`src/rtl/core/tkrt_pkg.sv`:
```
// ----------------------------------------------------------------------------
// tkrt_pkg: shared types and a helper for the two-key record table
// Holds request codes, controller states, the stored record layout and the
// command/status bundles that pass between controller and datapath.
// ----------------------------------------------------------------------------
package tkrt_pkg;

  localparam int unsigned CapacityDefault = 16;
  localparam int unsigned PlateW          = 32;
  localparam int unsigned BrandW          = 64;
  localparam int unsigned HandleW         = 16;
  localparam int unsigned CountOutW       = 5;

  typedef enum logic [1:0] {
    ACT_INSERT = 2'd0,
    ACT_QUERY  = 2'd1,
    ACT_REMOVE = 2'd2,
    ACT_CLEAR  = 2'd3
  } action_e;

  typedef enum logic [2:0] {
    ST_IDLE,
    ST_INSERT,
    ST_CLEAR,
    ST_SEARCH,
    ST_SHIFT
  } state_e;

  typedef struct packed {
    logic [PlateW-1:0]  plate;
    logic [BrandW-1:0]  brand;
    logic [HandleW-1:0] handle;
  } record_t;

  // Controller to datapath commands.
  typedef struct packed {
    logic load;         // capture request, rewind the read pointer
    logic scan;         // run the read pipeline over the table
    logic shift;        // move each read record down one slot
    logic ins;          // append the captured record
    logic clr;          // empty the table
    logic dec;          // drop one record from the count
    logic finish;       // register the result and strobe it
    logic ok;           // success flag of the result
    logic take_handle;  // report the handle of the compared record
  } ctrl_cmd_t;

  // Datapath to controller status.
  typedef struct packed {
    logic full;       // table holds CAPACITY records
    logic hit;        // compared record matches both keys
    logic miss;       // nothing left to compare and no hit
    logic shift_end;  // no record pending in the read pipeline
  } dp_sts_t;

  // Keep the bytes up to the first zero byte, clear every byte after it.
  function automatic logic [BrandW-1:0] brand_canon(input logic [BrandW-1:0] b);
    logic [BrandW-1:0] kept;
    logic              live;
    kept = '0;
    live = 1'b1;
    for (int k = 0; k < BrandW / 8; k++) begin
      if (b[8*k +: 8] == 8'h00) begin
        live = 1'b0;
      end
      if (live) begin
        kept[8*k +: 8] = b[8*k +: 8];
      end
    end
    return kept;
  endfunction

endpackage

```
`src/rtl/core/two_key_record_table.sv`:
```
// ----------------------------------------------------------------------------
// two_key_record_table: bounded record table searched by plate and brand
// Insert appends, query returns the handle of the first record matching both
// keys, remove deletes that record and closes the gap, clear empties it.
//
//   channel | ports                                           | handshake
//   --------+-------------------------------------------------+-------------------
//   request | action_i key_plate_i key_brand_i entry_handle_i | start_i && !busy_o
//   result  | success_o found_handle_o entry_count_o          | done_o, one cycle
//
// A query reads the held records in slot order until a hit or the last one; a
//   remove finds its record that way, then moves each later record down one
//   slot to close the gap before its result shows.
//   The single read port of the record memory reads one record per cycle.
// Reset clears the entry count; record contents stay undefined until written.
// The receiver cannot stall: done_o lasts one cycle with busy_o already low.
// ----------------------------------------------------------------------------
module two_key_record_table #(
  parameter int unsigned CAPACITY = tkrt_pkg::CapacityDefault
) (
  input  logic                           clk_i,
  input  logic                           rst_ni,
  // request transaction
  input  logic                           start_i,
  output logic                           busy_o,
  input  logic [1:0]                     action_i,
  input  logic [tkrt_pkg::PlateW-1:0]    key_plate_i,
  input  logic [tkrt_pkg::BrandW-1:0]    key_brand_i,
  input  logic [tkrt_pkg::HandleW-1:0]   entry_handle_i,
  // result transaction
  output logic                           done_o,
  output logic                           success_o,
  output logic [tkrt_pkg::HandleW-1:0]   found_handle_o,
  output logic [tkrt_pkg::CountOutW-1:0] entry_count_o
);

  tkrt_pkg::ctrl_cmd_t cmd;
  tkrt_pkg::dp_sts_t   sts;

  // Sequence each request: latch it, then insert, clear, or search and shift.
  tkrt_ctrl u_ctrl (
    .clk_i    (clk_i),
    .rst_ni   (rst_ni),
    .start_i  (start_i),
    .action_i (tkrt_pkg::action_e'(action_i)),
    .sts_i    (sts),
    .cmd_o    (cmd),
    .busy_o   (busy_o)
  );

  // Hold the records and the count; compare one record per cycle.
  tkrt_dp #(
    .CAPACITY (CAPACITY)
  ) u_dp (
    .clk_i          (clk_i),
    .rst_ni         (rst_ni),
    .cmd_i          (cmd),
    .sts_o          (sts),
    .key_plate_i    (key_plate_i),
    .key_brand_i    (key_brand_i),
    .entry_handle_i (entry_handle_i),
    .done_o         (done_o),
    .success_o      (success_o),
    .found_handle_o (found_handle_o),
    .entry_count_o  (entry_count_o)
  );

`ifndef NO_ASSERTIONS
  // A result only shows once the sequencer is back at rest.
  a_done_not_busy: assert property (@(posedge clk_i) disable iff (!rst_ni)
    done_o |-> !busy_o)
    else $error("result strobed while a request is in flight");

  // An accepted request always leaves the sequencer busy in the following cycle.
  a_accept_busy: assert property (@(posedge clk_i) disable iff (!rst_ni)
    (start_i && !busy_o) |=> busy_o)
    else $error("accepted request did not make the block busy");

  // Never append to a full table.
  a_no_overfill: assert property (@(posedge clk_i) disable iff (!rst_ni)
    cmd.ins |-> !sts.full)
    else $error("insert issued into a full table");

  // A failed request reports no handle.
  a_fail_no_handle: assert property (@(posedge clk_i) disable iff (!rst_ni)
    (done_o && !success_o) |-> (found_handle_o == '0))
    else $error("failed request reported a handle");
`endif

endmodule

```
`src/rtl/core/tkrt_ctrl.sv`:
```
// ----------------------------------------------------------------------------
// tkrt_ctrl: request sequencer of the two-key record table
// Steps each request through insert, clear, search and shift phases and
// commands the datapath.
// ----------------------------------------------------------------------------
module tkrt_ctrl (
  input  logic                  clk_i,
  input  logic                  rst_ni,
  input  logic                  start_i,
  input  tkrt_pkg::action_e     action_i,
  input  tkrt_pkg::dp_sts_t     sts_i,
  output tkrt_pkg::ctrl_cmd_t   cmd_o,
  output logic                  busy_o
);

  tkrt_pkg::state_e  state_q, state_d;
  tkrt_pkg::action_e act_q, act_d;

  logic accept;

  assign accept = start_i && (state_q == tkrt_pkg::ST_IDLE);
  assign busy_o = (state_q != tkrt_pkg::ST_IDLE);

  always_ff @(posedge clk_i or negedge rst_ni) begin
    if (!rst_ni) begin
      state_q <= tkrt_pkg::ST_IDLE;
      act_q   <= tkrt_pkg::ACT_INSERT;
    end else begin
      state_q <= state_d;
      act_q   <= act_d;
    end
  end

  assign act_d = accept ? action_i : act_q;

  // Next state.
  always_comb begin
    state_d = state_q;
    unique case (state_q)
      tkrt_pkg::ST_IDLE: begin
        if (start_i) begin
          unique case (action_i)
            tkrt_pkg::ACT_INSERT: state_d = tkrt_pkg::ST_INSERT;
            tkrt_pkg::ACT_CLEAR:  state_d = tkrt_pkg::ST_CLEAR;
            default:              state_d = tkrt_pkg::ST_SEARCH;
          endcase
        end
      end
      tkrt_pkg::ST_INSERT: state_d = tkrt_pkg::ST_IDLE;
      tkrt_pkg::ST_CLEAR:  state_d = tkrt_pkg::ST_IDLE;
      tkrt_pkg::ST_SEARCH: begin
        if (sts_i.hit) begin
          state_d = (act_q == tkrt_pkg::ACT_REMOVE) ? tkrt_pkg::ST_SHIFT
                                                    : tkrt_pkg::ST_IDLE;
        end else if (sts_i.miss) begin
          state_d = tkrt_pkg::ST_IDLE;
        end
      end
      tkrt_pkg::ST_SHIFT: begin
        if (sts_i.shift_end) begin
          state_d = tkrt_pkg::ST_IDLE;
        end
      end
      default: state_d = tkrt_pkg::ST_IDLE;
    endcase
  end

  // Commands.
  always_comb begin
    cmd_o      = '0;
    cmd_o.load = accept;
    unique case (state_q)
      tkrt_pkg::ST_INSERT: begin
        cmd_o.ins    = !sts_i.full;
        cmd_o.finish = 1'b1;
        cmd_o.ok     = !sts_i.full;
      end
      tkrt_pkg::ST_CLEAR: begin
        cmd_o.clr    = 1'b1;
        cmd_o.finish = 1'b1;
        cmd_o.ok     = 1'b1;
      end
      tkrt_pkg::ST_SEARCH: begin
        cmd_o.scan = 1'b1;
        if (sts_i.hit) begin
          if (act_q != tkrt_pkg::ACT_REMOVE) begin
            cmd_o.finish      = 1'b1;
            cmd_o.ok          = 1'b1;
            cmd_o.take_handle = 1'b1;
          end
        end else if (sts_i.miss) begin
          cmd_o.finish = 1'b1;
        end
      end
      tkrt_pkg::ST_SHIFT: begin
        cmd_o.scan  = 1'b1;
        cmd_o.shift = 1'b1;
        if (sts_i.shift_end) begin
          cmd_o.dec    = 1'b1;
          cmd_o.finish = 1'b1;
          cmd_o.ok     = 1'b1;
        end
      end
      default: ;
    endcase
  end

endmodule

```
`src/rtl/core/tkrt_dp.sv`:
```
// ----------------------------------------------------------------------------
// tkrt_dp: record store and compare datapath of the two-key record table
// Holds the record memory, the entry count, the scan pipeline and the
// result registers.
// ----------------------------------------------------------------------------
module tkrt_dp #(
  parameter int unsigned CAPACITY = tkrt_pkg::CapacityDefault
) (
  input  logic                                 clk_i,
  input  logic                                 rst_ni,
  input  tkrt_pkg::ctrl_cmd_t                  cmd_i,
  output tkrt_pkg::dp_sts_t                    sts_o,
  input  logic [tkrt_pkg::PlateW-1:0]          key_plate_i,
  input  logic [tkrt_pkg::BrandW-1:0]          key_brand_i,
  input  logic [tkrt_pkg::HandleW-1:0]         entry_handle_i,
  output logic                                 done_o,
  output logic                                 success_o,
  output logic [tkrt_pkg::HandleW-1:0]         found_handle_o,
  output logic [tkrt_pkg::CountOutW-1:0]       entry_count_o
);

  localparam int unsigned CW   = $clog2(CAPACITY + 1);
  localparam int unsigned AW   = (CAPACITY > 1) ? $clog2(CAPACITY) : 1;
  localparam int unsigned OutW = tkrt_pkg::CountOutW;
  localparam logic [CW-1:0] One = CW'(1);
  localparam logic [CW-1:0] Cap = CW'(CAPACITY);

  tkrt_pkg::record_t mem_q [CAPACITY];
  tkrt_pkg::record_t key_q;
  tkrt_pkg::record_t rd_q;

  logic [CW-1:0] count_q, count_d;
  logic [CW-1:0] rd_ptr_q, rd_ptr_d;
  logic [CW-1:0] cmp_ptr_q, cmp_ptr_d;
  logic          cmp_vld_q, cmp_vld_d;
  logic          done_q;
  logic          success_q;
  logic [tkrt_pkg::HandleW-1:0] found_q;
  logic [OutW-1:0]              count_out_q;

  logic          issue;
  logic          hit;
  logic          wr_en;
  logic [AW-1:0] wr_addr;
  logic [CW-1:0] shift_dst;
  tkrt_pkg::record_t wr_data;

  assign issue     = cmd_i.scan && (rd_ptr_q < count_q);
  assign hit       = cmp_vld_q && (rd_q.plate == key_q.plate) && (rd_q.brand == key_q.brand);
  assign shift_dst = cmp_ptr_q - One;

  assign sts_o.full      = (count_q >= Cap);
  assign sts_o.hit       = hit;
  assign sts_o.miss      = !issue && !hit;
  assign sts_o.shift_end = !cmp_vld_q;

  // Capture the request; brands are kept in canonical form.
  always_ff @(posedge clk_i) begin
    if (cmd_i.load) begin
      key_q.plate  <= key_plate_i;
      key_q.brand  <= tkrt_pkg::brand_canon(key_brand_i);
      key_q.handle <= entry_handle_i;
    end
  end

  // Memory write: append on insert, move down on shift.
  always_comb begin
    wr_en   = 1'b0;
    wr_addr = count_q[AW-1:0];
    wr_data = key_q;
    if (cmd_i.ins) begin
      wr_en = 1'b1;
    end else if (cmd_i.shift && cmp_vld_q) begin
      wr_en   = 1'b1;
      wr_addr = shift_dst[AW-1:0];
      wr_data = rd_q;
    end
  end

  always_ff @(posedge clk_i) begin
    if (wr_en) begin
      mem_q[wr_addr] <= wr_data;
    end
  end

  always_ff @(posedge clk_i) begin
    if (issue) begin
      rd_q <= mem_q[rd_ptr_q[AW-1:0]];
    end
  end

  // Scan pipeline and count.
  always_comb begin
    rd_ptr_d  = rd_ptr_q;
    cmp_ptr_d = cmp_ptr_q;
    cmp_vld_d = cmp_vld_q;
    if (cmd_i.load) begin
      rd_ptr_d  = '0;
      cmp_vld_d = 1'b0;
    end else if (cmd_i.scan) begin
      cmp_vld_d = issue;
      if (issue) begin
        cmp_ptr_d = rd_ptr_q;
        rd_ptr_d  = rd_ptr_q + One;
      end
    end
  end

  always_comb begin
    count_d = count_q;
    if (cmd_i.clr) begin
      count_d = '0;
    end else if (cmd_i.ins) begin
      count_d = count_q + One;
    end else if (cmd_i.dec) begin
      count_d = count_q - One;
    end
  end

  always_ff @(posedge clk_i or negedge rst_ni) begin
    if (!rst_ni) begin
      count_q   <= '0;
      rd_ptr_q  <= '0;
      cmp_ptr_q <= '0;
      cmp_vld_q <= 1'b0;
      done_q    <= 1'b0;
    end else begin
      count_q   <= count_d;
      rd_ptr_q  <= rd_ptr_d;
      cmp_ptr_q <= cmp_ptr_d;
      cmp_vld_q <= cmp_vld_d;
      done_q    <= cmd_i.finish;
    end
  end

  // Result registers.
  always_ff @(posedge clk_i) begin
    if (cmd_i.finish) begin
      success_q   <= cmd_i.ok;
      found_q     <= cmd_i.take_handle ? rd_q.handle : '0;
      count_out_q <= OutW'(count_d);
    end
  end

  assign done_o         = done_q;
  assign success_o      = success_q;
  assign found_handle_o = found_q;
  assign entry_count_o  = count_out_q;

endmodule

```
`config.mk`:
```
export PLATFORM = sky130hd
export DESIGN_NAME = two_key_record_table
export DESIGN_NICKNAME = d
export VERILOG_FILES = /design/src/rtl/core/tkrt_pkg.sv /design/src/rtl/core/two_key_record_table.sv /design/src/rtl/core/tkrt_ctrl.sv /design/src/rtl/core/tkrt_dp.sv
export SDC_FILE = /design/constraint.sdc
export NUM_CORES = 2
export LEC_CHECK = 0
export BUFFER_PORTS_ARGS = -buffer_cell sky130_fd_sc_hd__buf_2
export CELL_PAD_IN_SITES_DETAIL_PLACEMENT = 1
export CELL_PAD_IN_SITES_GLOBAL_PLACEMENT = 2
export CORE_ASPECT_RATIO = 1.5
export CORE_UTILIZATION = 33
export DETAILED_ROUTE_END_ITERATION = 10
export HOLD_SLACK_MARGIN = 0.1
export PLACE_DENSITY = 0.65
export SLEW_MARGIN = 30
export SYNTH_ARGS = -nofsm -noshare
export SYNTH_HDL_FRONTEND = slang
export SYNTH_SLANG_ARGS = --single-unit
```
`constraint.sdc`:
```
create_clock -name clk_i -period 14.95 [get_ports clk_i]
set_input_delay 0.7475 -clock clk_i [delete_from_list [all_inputs] [get_ports clk_i]]
set_output_delay 0.7475 -clock clk_i [all_outputs]
set_load 0.02 [all_outputs]
```
# Word-level counts from Yosys, hierarchy flattened
# Memories as Yosys holds them, arrays and structs flattened. A register that Yosys moved wholly into a read port is not among the register bits.
# Index checks and enable logic that the tools add are counted.
totals:
  memories: 1
  output_inout_bits: 24
  in_bits: 117
  ramBits: 1792
  reg_bits: 155
classes:
  n_eq_ne: 12
  order_cmp: 2
  n_bitwise: 1
  reduce_logical: 26
  addsub: 4
  muxes: 51
mem_list:
  columns: ["name", "depth", "width", "rd", "rd_clocked_by_memory_dff", "wr", "line_no", "rtl"]
  rows:
  - ["u_dp.mem_q", 16, 112, 1, 1, 1, "tkrt_dp.sv:28", "tkrt_pkg::record_t mem_q [CAPACITY];"]
op_table:
  columns: ["cell", "n"]
  rows:
  - ["$mux W112", 2]
  - ["$eq A64 B64 Y1", 1]
  - ["$logic_not A8 Y1", 8]
  - ["$eq A32 B32 Y1", 1]
  - ["$mux W1", 30]
  - ["$mux W5", 6]
  - ["$mux W3", 7]
  - ["$add A5 B1 Y5 const B", 2]
  - ["$pmux W3 S3", 1]
  - ["$mux W4", 2]
  - ["$pmux W2 S4", 1]
  - ["$eq A3 B2 Y1 const B", 2]
  - ["$logic_and A1 B1 Y1", 6]
  - ["$ne A2 B2 Y1 const B", 3]
  - ["$reduce_and A3 Y1", 2]
  - ["$ge A5 B5 Y1 const B", 1]
  - ["$lt A5 B5 Y1", 1]
  - ["$sub A5 B1 Y5 const B", 1]
  - ["$eq A2 B2 Y1 const B", 2]
  - ["$pmux W2 S2", 1]
  - ["$reduce_bool A2 Y1", 2]
  - ["$sub A4 B1 Y4 const B", 1]
  - ["$eq A3 B1 Y1 const B", 1]
  - ["$eq A3 B3 Y1 const B", 1]
  - ["other kinds (9)", 11]

# Longest topological paths before layout
depth:
  ltp_word: 17
  mapped_depth: 9
  depth_no_buf: 8

# Cells and area by module
# Synthesis repeated with hierarchy kept, for this count alone.
unflattened:
  hier_cells: 3326
  area_unflattened_um2: 79143.4
modules_own_cells:
  columns: ["module", "cells_per_inst", "seq_area_each_um2", "n_inst", "area_each_um2"]
  rows:
  - ["tkrt_dp", 3290, 61599.1, 1, 78806.8]
  - ["tkrt_ctrl", 36, 125.1, 1, 336.6]

# Worst setup path after synthesis
# OpenSTA, ideal clock, no wires.
synth_path:
  path_kind: "reg-to-reg"
  start: "reg u_ctrl.state_q[1]"
  end: "mem u_dp.mem_q[12][0] (netlist name), enable pin"
  synth_period_minus_slack_ns: 6.732
  t_arrival_ns: 6.148
  setup_ns: 0.584
  path_buffers: 3
  required_time_ns: 14.366
  slack_ns: 8.218
  stages_incl_launch_ff: 8
  cell_sequence: "dfrtp_1 clkbuf_1 nor2_1 and3_1 clkbuf_1 clkbuf_1 a31oi_1 nor2_1"
synth_via:
  elab_chain_cells: 7
synth_rtl:
  columns: ["element", "line_no", "rtl"]
  rows:
  - ["start: declaration", "tkrt_ctrl.sv:16", "tkrt_pkg::state_e state_q, state_d;"]
  - ["start signal: assignment", "tkrt_ctrl.sv:26", "state_q <= tkrt_pkg::ST_IDLE;"]
  - ["start signal: assignment", "tkrt_ctrl.sv:29", "state_q <= state_d;"]
  - ["$eq A3 B3 Y1", "tkrt_ctrl.sv:72", "unique case (state_q)"]
  - ["$mux W1", "tkrt_ctrl.sv:72", null]
  - ["$logic_and A1 B1 Y1", "tkrt_dp.sv:73", "end else if (cmd_i.shift && cmp_vld_q) begin"]
  - ["$mux W1", "tkrt_dp.sv:73", null]
  - ["$mux W1", "tkrt_dp.sv:71", "if (cmd_i.ins) begin"]
  - ["$mux W1", "tkrt_dp.sv:81", "if (wr_en) begin"]
  - ["$mux W1 (not written as such)", "tkrt_dp.sv:82", "mem_q[wr_addr] <= wr_data;"]
  - ["end: declaration", "tkrt_dp.sv:28", null]
# Parallel ways exist; a longest one is shown, timed or not.

# Worst setup path after layout
layout_path:
  start: "reg u_dp.rd_ptr_q[0]"
  end: "reg, netlist name u_dp.rd_q[21]"
layout_via:
  elab_chain_cells: 2
layout_rtl:
  columns: ["element", "line_no", "rtl"]
  rows:
  - ["start: declaration", "tkrt_dp.sv:33", "logic [CW-1:0] rd_ptr_q, rd_ptr_d;"]
  - ["start signal: assignment", "tkrt_dp.sv:129", "rd_ptr_q <= rd_ptr_d;"]
  - ["$lt A5 B5 Y1", "tkrt_dp.sv:48", "assign issue = cmd_i.scan && (rd_ptr_q < count_q);"]
  - ["$logic_and A1 B1 Y1", "tkrt_dp.sv:48", null]
# Parallel ways exist; a longest one is shown, timed or not.
# A chain may end at the register's enable or synchronous reset.

==> metrics.txt <==
CTS Buffer Depth 4; Syn-to-layout area delta 15.20%; nets about 4000; share of cells above drive strength 1 between 20 and 30%; r2r setup slk 9610 ps; RSZ-0062 raised after global routing false; period utilisation layout between 30% and 40%; Die Wd slightly above 400 um; Slew headroom roughly 28%; DR iter-0 viols roughly 3500; Final Setup Violations 0; # IOs ~140; Ys Warns 0; Max Slew Vio Count 0; crit path kind reg -> reg; setup total negative slack 0 ps; RePlAce Congestion 0.8033; Tot GR Track Use 18.11%; actual slew at the worst max-slew pin 1075 ps; worst skew pair latency around 870 ps; syn_area_per_cell 22.10 sq um; Worst Path Required between 15000 and 20000 ps; Max Clk Rate 187.3 MHz; Final HPWL DP between 100 and 150 mm; top cells by count, synth 2038 x edfxtp_1, 560 x mux4_2, 360 x nand2_1, 102 x clkbuf_1, 69 x xnor2_1; H-tree depth 4; Yosys cell types 53; Clock Skew between 90 and 100 ps; worst ir drop on vdd 0.08358 mV; clk slew on worst S/H paths roughly 60 ps; register area share after synthesis between 70 and 80%; DIE AREA around 240000 sq um; Worst Hold Class in -> reg; hold path start key_plate_i[0]; Post-Syn Instances between 3000 and 4000; fin crit period approximately 5300 ps; synth top area cells edfxtp_1 77%, mux4_2 16%, nand2_1 1.7%; Critical Path Source u_dp.rd_ptr_q[0]; Routed WL approximately 220 mm; nature of the critical path startpoint flip-flop; CTS root buffer clkbuf_16; antenna violations before repair 10; Worst EP arrival just under 6000 ps; maxcap violations 0; Most used DFF post-synth edfxtp_1; most common cell in the synthesized netlist edfxtp_1; post-synth top area share between 70% and 80%; WL/cell around 31 um; DR vias/cell between 5 and 6; endpoint type of the worst setup path flip-flop; WHS between 100 and 150 ps; final antenna-violating net count 0; Initial DRT Pass Iterations 5; Worst Hold Path Cells 1; Synth async-reset ratio between 1 and 1.5%; gr ovfl total 0; CTS tree yes; worst-path fanout max 40; number of global-route vias before repair 40502; Layout Utilization a little under two fifths; Final Cell Area between 90000 and 100000 sq um; CTS Buf Count ~200; Core Area between 200000 and 250000 sq um; pin count of the biggest net entering global routing 72; setup bufs post-CTS 0; run status finished clean; number of remaining DRC errors 0; leading area contributor after synthesis edfxtp_1; Die H 602.3 um; FF-to-FF path depth 6; Syn Nets 3713; DR vias approximately 38000; post-synthesis register bit count roughly 2100; r2r startpoint u_dp.rd_ptr_q[0]; Cell Area, Placed roughly 84000 sq um; initial cell density of the core 33.15%; # port buffers 140; global-route wire length before repair around 310 mm; Pwr Density 143.1 nW/um^2; Core Rows 220; combined area of all synthesized cells between 70000 and 80000 sq um; Fin. Hold Viols 0; CTS sink count 2059; Post-synth EDFFs a little over 2000; P_leak around 0.028 uW
flip-flops by register name, summed over array words and instances (netlist names), 2 cells and up:
name and flops:
u_ctrl.act_q 2, u_dp.cmp_ptr_q 4, u_ctrl.state_q 3, u_dp.found_handle_o 16, u_dp.rd_ptr_q 5, u_dp.key_q 112
u_dp.mem_q 1792, u_dp.entry_count_o 5, u_dp.rd_q 112, u_dp.count_q 5
critical path, stage by stage, from the launching register on:
cell	delay (ps)
dfrtp_4	770
buf_4	720
buf_4	740
buf_4	730
buf_4	790
mux4_2	620
mux4_2	460
routing by layer:
layer  GRT usage (%)  wire length (um)
met5               0                27
met4           5.517              6822
met3           2.490             11390
met2           31.48            113000
met1           23.44             89770
report_power, final:
part           leakage (uW)  total, uW  switching [uW]  internal [uW]
Clock               0.00321       5210            2200           3010
Sequential           0.0187       6680            98.8           6580
Combinational       0.00601       1170             666            509
worst paths after layout:
kind	end
max reg2reg	u_dp.rd_q[21]
min in group asynchronous	u_dp.done_o
min reg2reg	u_dp.cmp_ptr_q[3]
min	u_dp.key_q[80]
max in group asynchronous	u_dp.rd_ptr_q[2]
max	u_dp.rd_q[21]
logic make-up after synthesis:
| logic type | Yosys count | share of synthesized area (%) |
|---|---|---|
| mux | 563 | 15.95 |
| flops | 2059 | 77.85 |
| compound gates | 47 | 0.3961 |
| xor+xnor | 74 | 0.8174 |
| fa+ha+maj | 9 | 0.1420 |
| buf+inv | 185 | 0.9390 |
| simple gates | 650 | 3.907 |
through the flow:
stage | setup slack, ps | std cells | power (uW)
2_1_floorplan | 8218 | 3587 | 7571
4_1_cts | 9285 | 7146 | 13220
3_5_place_dp | 9330 | 6755 | 8001
5_1_grt | 9059 | 7153 | 13430
3_3_place_gp | 9350 | 6748 | 7974
6_report | 9612 | 7158 | 13070
final cells by class:
| class | count | area (sq um) |
|---|---|---|
| well taps | 3108 | 3889 |
| multi-input cells | 1343 | 17040 |
| clock buffers | 233 | 5214 |
| repair buffers | 267 | 1978 |
| inverters | 16 | 70.07 |
| clock inverters | 121 | 1384 |
| diodes | 11 | 27.53 |
| flip-flops and latches | 2059 | 61740 |
| fillers | 22674 | 147900 |
placed cells by master (no fill, tap or decap), types with 29 or more instances in the layout:
| cell | instances |
|---|---|
| edfxtp_1 | 2038 |
| mux4_2 | 560 |
| nand2_1 | 360 |
| clkbuf_16 | 204 |
| buf_2 | 140 |
| buf_4 | 65 |
| xnor2_1 | 64 |
| and2_1 | 58 |
| nand2b_1 | 57 |
| nand4_1 | 46 |
| clkinv_1 | 37 |
| dlygate4sd3_1 | 37 |
| clkinv_2 | 34 |
| bufinv_16 | 30 |
| clkbuf_1 | 29 |
timing repair:
item / 4_1_cts / 5_1_grt
hold buffers: 37 / 0
setup endpoints to repair: 0 / 0
endpoints found under the hold margin: 57 / 0
resized for setup: 0 / 0
No activity file was read; power rests on OpenSTA's default activity.
